## config.mk

```make
export PLATFORM = sky130hd
export DESIGN_NAME = birth_date_check_elapsed_seconds_unit
export DESIGN_NICKNAME = d
export VERILOG_FILES = /design/src/design/bdce_pkg.sv /design/src/design/bdce_flow.sv /design/src/design/bdce_front.sv /design/src/design/bdce_back.sv /design/src/design/birth_date_check_elapsed_seconds_unit.sv
export SDC_FILE = /design/constraint.sdc
export NUM_CORES = 2
export LEC_CHECK = 0
export ABC_AREA = 0
export BUFFER_PORTS_ARGS = -buffer_cell sky130_fd_sc_hd__buf_2
export CORE_MARGIN = 1
export CORE_UTILIZATION = 55
export CTS_CLUSTER_SIZE = 10
export DETAILED_ROUTE_END_ITERATION = 10
export PLACE_DENSITY = 0.72
export SYNTH_ARGS = -nofsm -noshare
export SYNTH_HDL_FRONTEND = slang
export SYNTH_HIERARCHICAL = 1
export SYNTH_SLANG_ARGS = --single-unit
```

## constraint.sdc

```tcl
create_clock -name clock -period 10.85 [get_ports clock]
set_clock_uncertainty 0.1 [all_clocks]
set_input_delay 2.7125 -clock clock [delete_from_list [all_inputs] [get_ports clock]]
set_output_delay 2.7125 -clock clock [all_outputs]
set_load 0.01 [all_outputs]
```

## src/design/bdce_pkg.sv

```systemverilog
package bdce_pkg;

   localparam int NUM_STAGES   = 5;
   localparam int EARLIEST_YEAR = 1900;
   localparam int DAYS_PER_YEAR = 365;
   localparam int SECS_PER_DAY = 24 * 60 * 60;
   localparam int SECS_PER_HOUR = 3600;
   localparam int SECS_PER_MIN = 60;
   localparam int LAST_HOUR    = 23;
   localparam int LAST_MINUTE  = 59;
   localparam int LAST_MONTH   = 12;
   // floor(n / 100) for n below 2^14 as (n * 5243) >> 19
   localparam int DIV100_MUL   = 5243;
   localparam int DIV100_SHIFT = 19;

   localparam int YEAR_W    = 14;
   localparam int FIELD_W   = 7;
   localparam int LEAPS_W   = 12;
   localparam int YDAY_W    = 9;
   localparam int BTOD_W    = 17;
   localparam int NTOD_W    = 18;
   localparam int ELAPSED_W = 38;

   typedef enum logic [2:0] {
      ERR_NONE,
      ERR_YEAR,
      ERR_MONTH,
      ERR_DAY,
      ERR_HOUR,
      ERR_MINUTE,
      ERR_FUTURE
   } err_type;

   typedef struct packed {
      logic [NUM_STAGES-1:0] en;
   } flow_type;

   typedef struct packed {
      logic [13:0] year;
      logic [3:0]  month;
      logic [4:0]  day_of_month;
      logic [8:0]  day_of_year;
      logic [4:0]  hour;
      logic [5:0]  minute;
      logic [5:0]  second;
   } now_type;

   typedef struct packed {
      err_type             err;
      logic [YEAR_W-1:0]   year_diff;
      logic [LEAPS_W-1:0]  leaps_now;
      logic [LEAPS_W-1:0]  leaps_birth;
      logic [YDAY_W-1:0]   yday;
      logic [BTOD_W-1:0]   birth_tod;
   } front_type;

   function automatic logic [7:0] div100(input logic [YEAR_W-1:0] n);
      logic [26:0] prod;
      prod = 27'(n) * 27'(DIV100_MUL);
      return prod[26:DIV100_SHIFT];
   endfunction

   // leap years in 1..n, given q = n / 100
   function automatic logic [LEAPS_W-1:0] leaps_upto(input logic [YEAR_W-1:0] n,
                                                     input logic [7:0] q);
      logic [12:0] sum;
      sum = 13'(n >> 2) - 13'(q) + 13'(q >> 2);
      return sum[LEAPS_W-1:0];
   endfunction

   function automatic logic [8:0] days_before_month(input logic [6:0] month);
      logic [8:0] d;
      unique case (month)
         7'd2:    d = 9'd31;
         7'd3:    d = 9'd59;
         7'd4:    d = 9'd90;
         7'd5:    d = 9'd120;
         7'd6:    d = 9'd151;
         7'd7:    d = 9'd181;
         7'd8:    d = 9'd212;
         7'd9:    d = 9'd243;
         7'd10:   d = 9'd273;
         7'd11:   d = 9'd304;
         7'd12:   d = 9'd334;
         default: d = 9'd0;
      endcase
      return d;
   endfunction

endpackage

```

## src/design/bdce_flow.sv

```systemverilog
module bdce_flow import bdce_pkg::*; (
   input  logic     clock,
   input  logic     reset,
   input  logic     req_tvalid,
   output logic     req_tready,
   output logic     rsp_tvalid,
   input  logic     rsp_tready,
   output flow_type flow
);

   logic [NUM_STAGES-1:0] valid_ff;
   logic [NUM_STAGES-1:0] valid_in;
   logic [NUM_STAGES-1:0] en;

   // a stage loads when it is empty or its contents move on
   always_comb begin
      en[NUM_STAGES-1] = !valid_ff[NUM_STAGES-1] || rsp_tready;
      for (int i = NUM_STAGES - 2; i >= 0; i--) begin
         en[i] = !valid_ff[i] || en[i+1];
      end
   end

   always_comb begin
      valid_in[0] = en[0] ? req_tvalid : valid_ff[0];
      for (int i = 1; i < NUM_STAGES; i++) begin
         valid_in[i] = en[i] ? valid_ff[i-1] : valid_ff[i];
      end
   end

   always_ff @(posedge clock) begin
      if (reset) begin
         valid_ff <= '0;
      end else begin
         valid_ff <= valid_in;
      end
   end

   assign flow.en     = en;
   assign req_tready  = en[0];
   assign rsp_tvalid  = valid_ff[NUM_STAGES-1];

`ifndef SYNTHESIS
   a_fill_one: assert property (@(posedge clock) disable iff (reset)
      (req_tvalid && req_tready && !(rsp_tvalid && rsp_tready))
      |=> $countones(valid_ff) == $past($countones(valid_ff)) + 1)
      else $error("pipeline lost or duplicated a request on entry");
   a_drain_one: assert property (@(posedge clock) disable iff (reset)
      (!(req_tvalid && req_tready) && rsp_tvalid && rsp_tready)
      |=> $countones(valid_ff) + 1 == $past($countones(valid_ff)))
      else $error("pipeline lost or duplicated a request on exit");
   a_hold_on_stall: assert property (@(posedge clock) disable iff (reset)
      (rsp_tvalid && !rsp_tready) |=> rsp_tvalid)
      else $error("result dropped while the receiver held off");
`endif

endmodule

```

## src/design/bdce_front.sv

```systemverilog
module bdce_front import bdce_pkg::*; (
   input  logic               clock,
   input  flow_type           flow,
   input  now_type            now_cfg,
   input  logic [FIELD_W-1:0] birth_day,
   input  logic [FIELD_W-1:0] birth_month,
   input  logic [YEAR_W-1:0]  birth_year,
   input  logic [FIELD_W-1:0] birth_hour,
   input  logic [FIELD_W-1:0] birth_minute,
   output front_type          front_out
);

   // stage 1: range flags, future compare, divisions by 100, birth time of day
   logic [FIELD_W-1:0] day_ff, month_ff;
   logic [YEAR_W-1:0]  year_ff;
   logic [7:0]         year_q_ff, year_m1_q_ff, now_m1_q_ff;
   logic               year_bad_ff, month_bad_ff, hour_bad_ff, minute_bad_ff, future_ff;
   logic [BTOD_W-1:0]  btod_ff;

   logic               year_bad_in, month_bad_in, hour_bad_in, minute_bad_in, future_in;
   logic [BTOD_W-1:0]  btod_in;

   always_comb begin
      year_bad_in   = (birth_year > now_cfg.year) || (32'(birth_year) < EARLIEST_YEAR);
      month_bad_in  = (birth_month == '0) || (32'(birth_month) > LAST_MONTH);
      hour_bad_in   = 32'(birth_hour) > LAST_HOUR;
      minute_bad_in = 32'(birth_minute) > LAST_MINUTE;
      future_in = (birth_year == now_cfg.year) &&
         ((birth_month > 7'(now_cfg.month)) ||
          ((birth_month == 7'(now_cfg.month)) &&
           ((birth_day > 7'(now_cfg.day_of_month)) ||
            ((birth_day == 7'(now_cfg.day_of_month)) &&
             ((birth_hour > 7'(now_cfg.hour)) ||
              ((birth_hour == 7'(now_cfg.hour)) &&
               (birth_minute > 7'(now_cfg.minute))))))));
      btod_in = BTOD_W'(32'(birth_hour) * SECS_PER_HOUR + 32'(birth_minute) * SECS_PER_MIN);
   end

   always_ff @(posedge clock) begin
      if (flow.en[0]) begin
         day_ff        <= birth_day;
         month_ff      <= birth_month;
         year_ff       <= birth_year;
         year_q_ff     <= div100(birth_year);
         year_m1_q_ff  <= div100(birth_year - 1'b1);
         now_m1_q_ff   <= div100(now_cfg.year - 1'b1);
         year_bad_ff   <= year_bad_in;
         month_bad_ff  <= month_bad_in;
         hour_bad_ff   <= hour_bad_in;
         minute_bad_ff <= minute_bad_in;
         future_ff     <= future_in;
         btod_ff       <= btod_in;
      end
   end

   // stage 2: leap year, month length, error priority, leap counts, day of year
   logic        cent, leap, day_bad;
   logic [4:0]  mlen;
   logic [14:0] cent_prod;
   front_type   front_in, front_ff;

   always_comb begin
      cent_prod = 15'(year_q_ff) * 15'd100;
      cent      = (cent_prod == 15'(year_ff));
      leap      = ((year_ff[1:0] == 2'b00) && !cent) || (cent && (year_q_ff[1:0] == 2'b00));
      unique case (month_ff)
         7'd2:                      mlen = leap ? 5'd29 : 5'd28;
         7'd4, 7'd6, 7'd9, 7'd11:   mlen = 5'd30;
         default:                   mlen = 5'd31;
      endcase
      day_bad = (day_ff == '0) || (day_ff > 7'(mlen));

      priority if (year_bad_ff)   front_in.err = ERR_YEAR;
      else if (month_bad_ff)      front_in.err = ERR_MONTH;
      else if (day_bad)           front_in.err = ERR_DAY;
      else if (hour_bad_ff)       front_in.err = ERR_HOUR;
      else if (minute_bad_ff)     front_in.err = ERR_MINUTE;
      else if (future_ff)         front_in.err = ERR_FUTURE;
      else                        front_in.err = ERR_NONE;

      front_in.year_diff   = now_cfg.year - year_ff;
      front_in.leaps_now   = leaps_upto(now_cfg.year - 1'b1, now_m1_q_ff);
      front_in.leaps_birth = leaps_upto(year_ff - 1'b1, year_m1_q_ff);
      front_in.yday        = days_before_month(month_ff) + 9'(day_ff) - 9'd1
                             + 9'(leap && (month_ff > 7'd2));
      front_in.birth_tod   = btod_ff;
   end

   always_ff @(posedge clock) begin
      if (flow.en[1]) begin
         front_ff <= front_in;
      end
   end

   assign front_out = front_ff;

endmodule

```

## src/design/bdce_back.sv

```systemverilog
module bdce_back import bdce_pkg::*; (
   input  logic                 clock,
   input  flow_type             flow,
   input  now_type              now_cfg,
   input  front_type            front_in,
   output logic                 date_ok,
   output err_type              error_kind,
   output logic [ELAPSED_W-1:0] elapsed_seconds
);

   // stage 3: signed day count between the two moments
   logic signed [24:0] days_in, days_ff;
   logic [22:0]        year_days;
   err_type            err3_ff, err4_ff;
   logic [BTOD_W-1:0]  btod3_ff, btod4_ff;

   always_comb begin
      year_days = 23'(32'(front_in.year_diff) * DAYS_PER_YEAR);
      days_in = $signed({2'b00, year_days})
              + $signed({13'b0, front_in.leaps_now})
              - $signed({13'b0, front_in.leaps_birth})
              + $signed({16'b0, now_cfg.day_of_year})
              - $signed({16'b0, front_in.yday});
   end

   always_ff @(posedge clock) begin
      if (flow.en[2]) begin
         days_ff  <= days_in;
         err3_ff  <= front_in.err;
         btod3_ff <= front_in.birth_tod;
      end
   end

   // stage 4: days to seconds, time of day now
   logic signed [42:0] prod_ff;
   logic [NTOD_W-1:0]  ntod_in, ntod_ff;

   always_comb begin
      ntod_in = NTOD_W'(32'(now_cfg.hour) * SECS_PER_HOUR
                      + 32'(now_cfg.minute) * SECS_PER_MIN + 32'(now_cfg.second));
   end

   always_ff @(posedge clock) begin
      if (flow.en[3]) begin
         prod_ff  <= 43'(days_ff) * 43'(SECS_PER_DAY);
         ntod_ff  <= ntod_in;
         err4_ff  <= err3_ff;
         btod4_ff <= btod3_ff;
      end
   end

   // stage 5: add time of day, clamp, zero on error
   logic signed [43:0]   sum;
   logic [ELAPSED_W-1:0] secs_in, secs_ff;
   logic                 ok_ff;
   err_type              err_ff;

   always_comb begin
      sum = 44'(prod_ff) + $signed({26'b0, ntod_ff}) - $signed({27'b0, btod4_ff});
      priority if (err4_ff != ERR_NONE) secs_in = '0;
      else if (sum[43])                 secs_in = '0;
      else if (sum[42:ELAPSED_W] != '0) secs_in = '1;
      else                              secs_in = sum[ELAPSED_W-1:0];
   end

   always_ff @(posedge clock) begin
      if (flow.en[4]) begin
         secs_ff <= secs_in;
         err_ff  <= err4_ff;
         ok_ff   <= (err4_ff == ERR_NONE);
      end
   end

   assign date_ok         = ok_ff;
   assign error_kind      = err_ff;
   assign elapsed_seconds = secs_ff;

endmodule

```

## src/design/birth_date_check_elapsed_seconds_unit.sv

```systemverilog
// Throughput: one request per cycle unless rsp_ stalls; five register stages,
// each with a valid bit, lie between request acceptance and the result on rsp_.
// The multiply by seconds-per-day has a stage of its own; stalls hold stages in place.
// Reset (synchronous): empties the pipeline and loads the current-moment registers
// with 1 January 2000, 00:00:00. No clearing pass follows reset.
module birth_date_check_elapsed_seconds_unit import bdce_pkg::*; (
   input  logic        clock,
   input  logic        reset,
   // request channel
   input  logic        req_tvalid,
   output logic        req_tready,
   input  logic [47:0] req_tdata,   // birth_day[6:0], birth_month[13:7], birth_year[27:14],
                                    // birth_hour[34:28], birth_minute[41:35], zero fill
   // result channel
   output logic        rsp_tvalid,
   input  logic        rsp_tready,
   output logic [39:0] rsp_tdata,   // elapsed_seconds[37:0], zero fill
   output logic [3:0]  rsp_tuser,   // date_ok[0], error_kind[3:1]
   // register port
   input  logic        csr_psel,
   input  logic        csr_penable,
   input  logic        csr_pwrite,
   input  logic [4:0]  csr_paddr,
   input  logic [31:0] csr_pwdata,
   output logic [31:0] csr_prdata,
   output logic        csr_pready
);

   localparam logic [2:0] REG_NOW_YEAR   = 3'd0;
   localparam logic [2:0] REG_NOW_MONTH  = 3'd1;
   localparam logic [2:0] REG_NOW_DOM    = 3'd2;
   localparam logic [2:0] REG_NOW_DOY    = 3'd3;
   localparam logic [2:0] REG_NOW_HOUR   = 3'd4;
   localparam logic [2:0] REG_NOW_MINUTE = 3'd5;
   localparam logic [2:0] REG_NOW_SECOND = 3'd6;

   // current moment, kept by software; write only while no request is in flight (the block does not enforce this)
   now_type    now_ff;
   now_type    now_in;
   logic       wr_en;
   logic [2:0] reg_idx;

   assign csr_pready = 1'b1;
   assign reg_idx    = csr_paddr[4:2];
   assign wr_en      = csr_psel && csr_penable && csr_pwrite && csr_pready;

   always_comb begin
      now_in = now_ff;
      if (wr_en) begin
         unique case (reg_idx)
            REG_NOW_YEAR:   now_in.year         = csr_pwdata[13:0];
            REG_NOW_MONTH:  now_in.month        = csr_pwdata[3:0];
            REG_NOW_DOM:    now_in.day_of_month = csr_pwdata[4:0];
            REG_NOW_DOY:    now_in.day_of_year  = csr_pwdata[8:0];
            REG_NOW_HOUR:   now_in.hour         = csr_pwdata[4:0];
            REG_NOW_MINUTE: now_in.minute       = csr_pwdata[5:0];
            REG_NOW_SECOND: now_in.second       = csr_pwdata[5:0];
            default: ;      // drop writes beyond the register list
         endcase
      end
   end

   always_ff @(posedge clock) begin
      if (reset) begin
         now_ff.year         <= 14'd2000;
         now_ff.month        <= 4'd1;
         now_ff.day_of_month <= 5'd1;
         now_ff.day_of_year  <= '0;
         now_ff.hour         <= '0;
         now_ff.minute       <= '0;
         now_ff.second       <= '0;
      end else begin
         now_ff <= now_in;
      end
   end

   // read back the selected register
   always_comb begin
      unique case (reg_idx)
         REG_NOW_YEAR:   csr_prdata = 32'(now_ff.year);
         REG_NOW_MONTH:  csr_prdata = 32'(now_ff.month);
         REG_NOW_DOM:    csr_prdata = 32'(now_ff.day_of_month);
         REG_NOW_DOY:    csr_prdata = 32'(now_ff.day_of_year);
         REG_NOW_HOUR:   csr_prdata = 32'(now_ff.hour);
         REG_NOW_MINUTE: csr_prdata = 32'(now_ff.minute);
         REG_NOW_SECOND: csr_prdata = 32'(now_ff.second);
         default:        csr_prdata = '0;
      endcase
   end

   // stage enables: each stage advances when empty or when the next one takes its request
   flow_type flow;

   bdce_flow u_flow (
      .clock      (clock),
      .reset      (reset),
      .req_tvalid (req_tvalid),
      .req_tready (req_tready),
      .rsp_tvalid (rsp_tvalid),
      .rsp_tready (rsp_tready),
      .flow       (flow)
   );

   // stages 1 and 2: calendar checks, error code, leap counts and day of year
   front_type front;

   bdce_front u_front (
      .clock        (clock),
      .flow         (flow),
      .now_cfg      (now_ff),
      .birth_day    (req_tdata[6:0]),
      .birth_month  (req_tdata[13:7]),
      .birth_year   (req_tdata[27:14]),
      .birth_hour   (req_tdata[34:28]),
      .birth_minute (req_tdata[41:35]),
      .front_out    (front)
   );

   // stages 3 to 5: day count, seconds, clamp into the output register
   logic                 date_ok;
   err_type              error_kind;
   logic [ELAPSED_W-1:0] elapsed_seconds;

   bdce_back u_back (
      .clock           (clock),
      .flow            (flow),
      .now_cfg         (now_ff),
      .front_in        (front),
      .date_ok         (date_ok),
      .error_kind      (error_kind),
      .elapsed_seconds (elapsed_seconds)
   );

   assign rsp_tdata = {2'b00, elapsed_seconds};
   assign rsp_tuser = {error_kind, date_ok};

`ifndef SYNTHESIS
   a_ok_matches_code: assert property (@(posedge clock) disable iff (reset)
      rsp_tvalid |-> (rsp_tuser[0] == (rsp_tuser[3:1] == ERR_NONE)))
      else $error("date_ok disagrees with error_kind");
   a_zero_on_error: assert property (@(posedge clock) disable iff (reset)
      (rsp_tvalid && !rsp_tuser[0]) |-> (rsp_tdata == '0))
      else $error("elapsed seconds not zero on a rejected date");
   a_cfg_write: assert property (@(posedge clock) disable iff (reset)
      (wr_en && reg_idx == REG_NOW_YEAR) |=> (now_ff.year == $past(csr_pwdata[13:0])))
      else $error("now_year write lost");
`endif

endmodule
```

== After elaboration in Yosys (flattened, before gate mapping) ==
Memories as Yosys holds them, arrays and structs flattened. A register that Yosys moved wholly into a read port is not among the register bits.
Index checks and enable logic that the tools add are counted.

* Add/subtract/negate cells: 20
* $mul: 10
* $lt $le $gt $ge: 11
* Eq/ne operators: 16
* Mux-type cells: 11
* Reductions and logical operators: 46

{| class="wikitable"
|+ Operators by type and width
! kind !! count
|-
| $pmux 14 s7 || 1
|-
| $mul 14x13->27 const B || 3
|-
| $add 43x19->44 || 1
|-
| $sub 44x18->44 || 1
|-
| $sub 14x1->14 const B || 3
|-
| $mux 38 || 1
|-
| $mul 25x11->36 const B || 1
|-
| $add 25x10->25 || 1
|-
| $sub 25x10->25 || 1
|-
| $sub 25x13->25 || 1
|-
| $add 12x6->12 || 2
|-
| $add 23x12->24 || 1
|-
| $sub 12x8->12 || 2
|-
| $mul 14x9->23 const B || 1
|-
| $gt 7x5->1 || 3
|-
| $add 17x12->18 || 1
|-
| $add 18x6->18 || 1
|-
| $add 17x13->17 || 1
|-
| $eq 15x14->1 || 1
|-
| $eq 14x14->1 || 1
|-
| $eq 7x3->1 const B || 2
|-
| $eq 7x4->1 const B || 2
|-
| $eq 7x5->1 || 2
|-
| $gt 14x14->1 || 1
|-
| 39 further kinds || 79
|}

* Register bits after elaboration: 356
* Bits in read-only memories: 144
* Word-level logic and storage cells: 156
* Memories: 1

{| class="wikitable"
|+ Memory list
! name !! words !! width !! rd ports !! clocked after Yosys merged registers in !! wr ports !! RTL line !! text
|-
| (name not given) || 16 || 9 || 1 || 1 || 0 || bdce_pkg.sv:73 || <nowiki>unique case (month)</nowiki>
|}

== Depth between registers and ports, before layout ==
* Depth in word-level cells: 11
* Depth in mapped cells: 28
* Depth with buffers taken out: 28

== Cells and area by module ==
Netlist, hierarchy kept.

{| class="wikitable"
|+ Modules (own cells, without submodules)
! module !! times used !! cells an instance !! area each (um2)
|-
| bdce_front || 1 || 2,057 || 21,236.6
|-
| bdce_back || 1 || 1,854 || 18,464.0
|-
| birth_date_check_elapsed_seconds_unit || 1 || 271 || 2,621.3
|-
| bdce_flow || 1 || 23 || 219.0
|}

== Least setup slack after synthesis ==
OpenSTA, ideal clock, no wires.

* Kind: input -> register
* From: input port req_tdata[16]
* To: register u_front.year_m1_q_ff[7], data pin
* Setup time: 0.260 ns
* Arrival time: 8.544 ns
* Required time: 10.490 ns
* Slack: 1.946 ns
* Stages on the path: 25
* Buffers on the path: 0
* Cell sequence: inv_1 > ha_1 > a21boi_1 > o21ai_1 > nand2_1 > nand2_1 > a21boi_1 > nand3_1 > xnor2_1 > fa_1 > ha_1 > fa_1 > inv_1 > fa_1 > fa_1 > inv_1 > ha_1 > nand4_1 > inv_1 > a221oi_1 > o41ai_2 > o41ai_4 > o21bai_2 > a21oi_2 > xnor2_1

* Cells in the longest elaborated chain, start to end: 2

{| class="wikitable"
|+ Ends and longest elaborated chain
! element !! RTL line !! text
|-
| start, declared || birth_date_check_elapsed_seconds_unit.sv:12 || <nowiki>input logic [47:0] req_tdata,</nowiki>
|-
| $sub 14x1->14 || bdce_front.sv:45 || <nowiki>year_m1_q_ff <= div100(birth_year - 1'b1);</nowiki>
|-
| $mul 14x13->27 || bdce_pkg.sv:59 || <nowiki>prod = 27'(n) * 27'(DIV100_MUL);</nowiki>
|-
| end signal, assigned || bdce_front.sv:45 ||
|-
| end, declared || bdce_front.sv:16 || <nowiki>logic [7:0] year_q_ff, year_m1_q_ff, now_m1_q_ff;</nowiki>
|}

No other way between the ends.
A chain may end at the register's enable or synchronous reset.

== Final worst setup path ==
* From: input port req_tdata[14]
* To: register u_front.year_m1_q_ff[7], data pin

Same word-level chain as after synthesis.

==> metrics.txt <==
Final Core Density 59.75%; CTS hold repair buffers 0; Area Growth Syn to Fin 7.029%; Bufs on Longest Clock Path 3; Fmax 107.9 MHz; area share of the largest cell type after synthesis 24.00%; total gr overflow 0; Num CTS Buffers 44; H-tree lvl count 2; sink of the worst hold path u_front/front_out[6]; Hold Path Cell Cnt 0; Area contributors post-synth ha_1 24%, edfxtp_1 21%, fa_1 18%; worst-case reg-to-reg path depth 23; detailed-route via count 27.97k; RR Endpoint u_front/now_m1_q_ff[6]; leading cell type in the layout, fill and taps excluded inv_1; critical path peak fanout 9; Yosys reg bits 361; worst hold start u_front/btod_ff[6]; CTS Root Cell clkbuf_16; number of global-route vias before repair 28.81k; slew margin rel. 31.24%; Yosys top cell by area ha_1; Remaining DRCs 0; Required @ worst endpoint 11.07 ns; R2R Path Start now_ff[36]; routability cong. 0.8913; Top delay family on crit path adder cells; Placement Rows 101; # resized after CTS 0; Reg2Reg Setup Slack 3.30 ns; Syn Area/Cell 10.12 um^2; Hold Vio Cnt, Final 0; largest net degree at the start of global routing 76; final wirelength 84.11 mm; Core ar. 0.07620 mm^2; die area 0.07846 mm^2; die width 280.1 um; Post-DRT Antenna Nets 0; Post-Syn Area 0.04254 mm^2; Cell variety after synth 101; DR top layer met5; GRT Total Usage 22.28%; postcts setup bufs 0; Main synth FF type edfxtp_1; post-synthesis sequential area ratio 24.00%; outcome complete, no violations; commonest non-fill, non-tap cells in the layout 1,052 x inv_1, 816 x ha_1, 391 x fa_1; final setup fails 0; first-pass GRT wire length 140.9 mm; final worst path period share 85.44%; Iter 0 DRT Violations 1,171; slowest CP cell xnor2_1; routed len/inst 15.57 um; Synthesis Warnings 6; IO buf count 123; initial antenna violation count 2; Met3 Wirelength 3.079 mm; Worst Hold Class flip-flop to flip-flop; Setup crit end kind flip-flop; fillers 6,370; buffer and inverter count on the worst path 6; Initial Utilization 55.83%; FFs w/ async S/R, synth 0%; crit path DAT 9.49 ns; CTS tree done; DR vias/cell 5.177; drt pass-1 iters 5; die height 280.1 um; fin nets 5,642; Worst-path clk slew 0.05 ns; Worst setup SP type input port; Worst Max-Slew Pin Slew 1.031 ns; Worst path most repeated cell inv_1; Clock Sinks 361; number of synthesized flops with an enable pin 298; max-cap viol count 0; Detail Placement HPWL 70.53 mm; Gate Count Post-Synth 4,205; critical path class input port to flip-flop; Final Max Slew Viols 0; Crit path largest cell delay 0.69 ns; share of layout cells above drive strength 1 5.559%; Clk Latency, worst-skew pair 0.57 ns; met2 WL 39.98 mm; crit path time final 9.270 ns; setup TNS 0 ns; RSZ-0062 raised after global routing false; # IOs 171; met1 WL 38.15 mm
==> area by class of cell <==
| type | count | area [um^2] | area share [%] |
|---|---|---|---|
| Clock buffer | 65 | 1200 | 2.635 |
| Inverter | 1057 | 3970 | 8.719 |
| Clock inverter | 9 | 97.59 | 0.2143 |
| Antenna cell | 1 | 2.502 | 0.005496 |
| Tap cell | 1030 | 1289 | 2.830 |
| Multi-Input combinational cell | 2746 | 28070 | 61.65 |
| Timing Repair Buffer | 133 | 690.7 | 1.517 |
| Sequential cell | 361 | 10210 | 22.42 |
==> metrics by stage <==
step / cell area (um^2) / std cells / setup slack (ns) / hold WS, ns
6_report: 45530 / 5402 / 1.580 / 0.3104
5_1_grt: 45530 / 5401 / 1.094 / 0.3176
4_1_cts: 45530 / 5401 / 1.521 / 0.3135
3_5_place_dp: 44230 / 5327 / 0.9545 / 0.3045
3_3_place_gp: 44230 / 5327 / 1.059 / 0.3017
2_1_floorplan: 42620 / 4225 / 1.946 / 0.3003
==> cells by family after synthesis <==
| kind of cell | Yosys count | share of synthesized area [%] |
|---|---|---|
| adder cells (fa/ha/maj) | 1208 | 42.42 |
| buffers and inverters | 1118 | 10.24 |
| AO/OA/AOI/OAI | 633 | 9.515 |
| AND/OR/NAND/NOR | 559 | 6.788 |
| flip-flops | 361 | 24.00 |
| XOR/XNOR | 263 | 5.476 |
| multiplexers | 60 | 1.526 |
| other | 3 | 0.02647 |
==> how the worst max path moves through the flow <==
stage	from	end	slack [ns]	cells after the start
after floorplan	req_tdata[16]	u_front/year_m1_q_ff[7]	1.95	25
after global placement	req_tdata[14]	u_front/year_m1_q_ff[7]	1.06	26
after detailed placement	req_tdata[14]	u_front/year_m1_q_ff[7]	0.95	26
after CTS	req_tdata[14]	u_front/year_m1_q_ff[7]	1.52	26
after global routing	req_tdata[14]	u_front/year_m1_q_ff[7]	1.09	26
final	req_tdata[14]	u_front/year_m1_q_ff[7]	1.58	26
==> Yosys cell counts (36+ instances only) <==
library cell	instances
mux2i_1	51
xor2_1	74
ha_1	816
nand3_1	52
nor2_1	115
o21bai_1	36
edfxtp_1	298
dfxtp_1	63
nand2_1	139
a21oi_1	215
fa_1	391
xnor2_1	187
inv_1	1052
o21ai_0	100
a21o_1	91
nand2b_1	66
==> metal layers <==
layer | vias to the layer above | GRT usage (%)
li1 | 14054 | -
met1 | 13283 | 28.84
met2 | 471 | 38.25
met3 | 155 | 2.939
met4 | 4 | 7.720
met5 | - | 0
==> state kept, by name, summed over array words and instances (netlist names), 5 cells and up, named ones only <==
register / count
u_back/days_ff: 25
u_front/front_out: 65
u_front/month_ff: 7
u_front/year_q_ff: 8
now_ff: 49
u_back/elapsed_seconds: 38
u_front/btod_ff: 15
u_flow/valid_ff: 5
u_front/day_ff: 7
u_front/year_ff: 14
u_front/year_m1_q_ff: 8
u_back/btod3_ff: 17
u_back/btod4_ff: 17
u_front/now_m1_q_ff: 8
u_back/prod_ff: 36
u_back/ntod_ff: 18
Power is not shown: default switching activity piles up to over one toggle a cycle in this logic, so the estimate is an artifact.
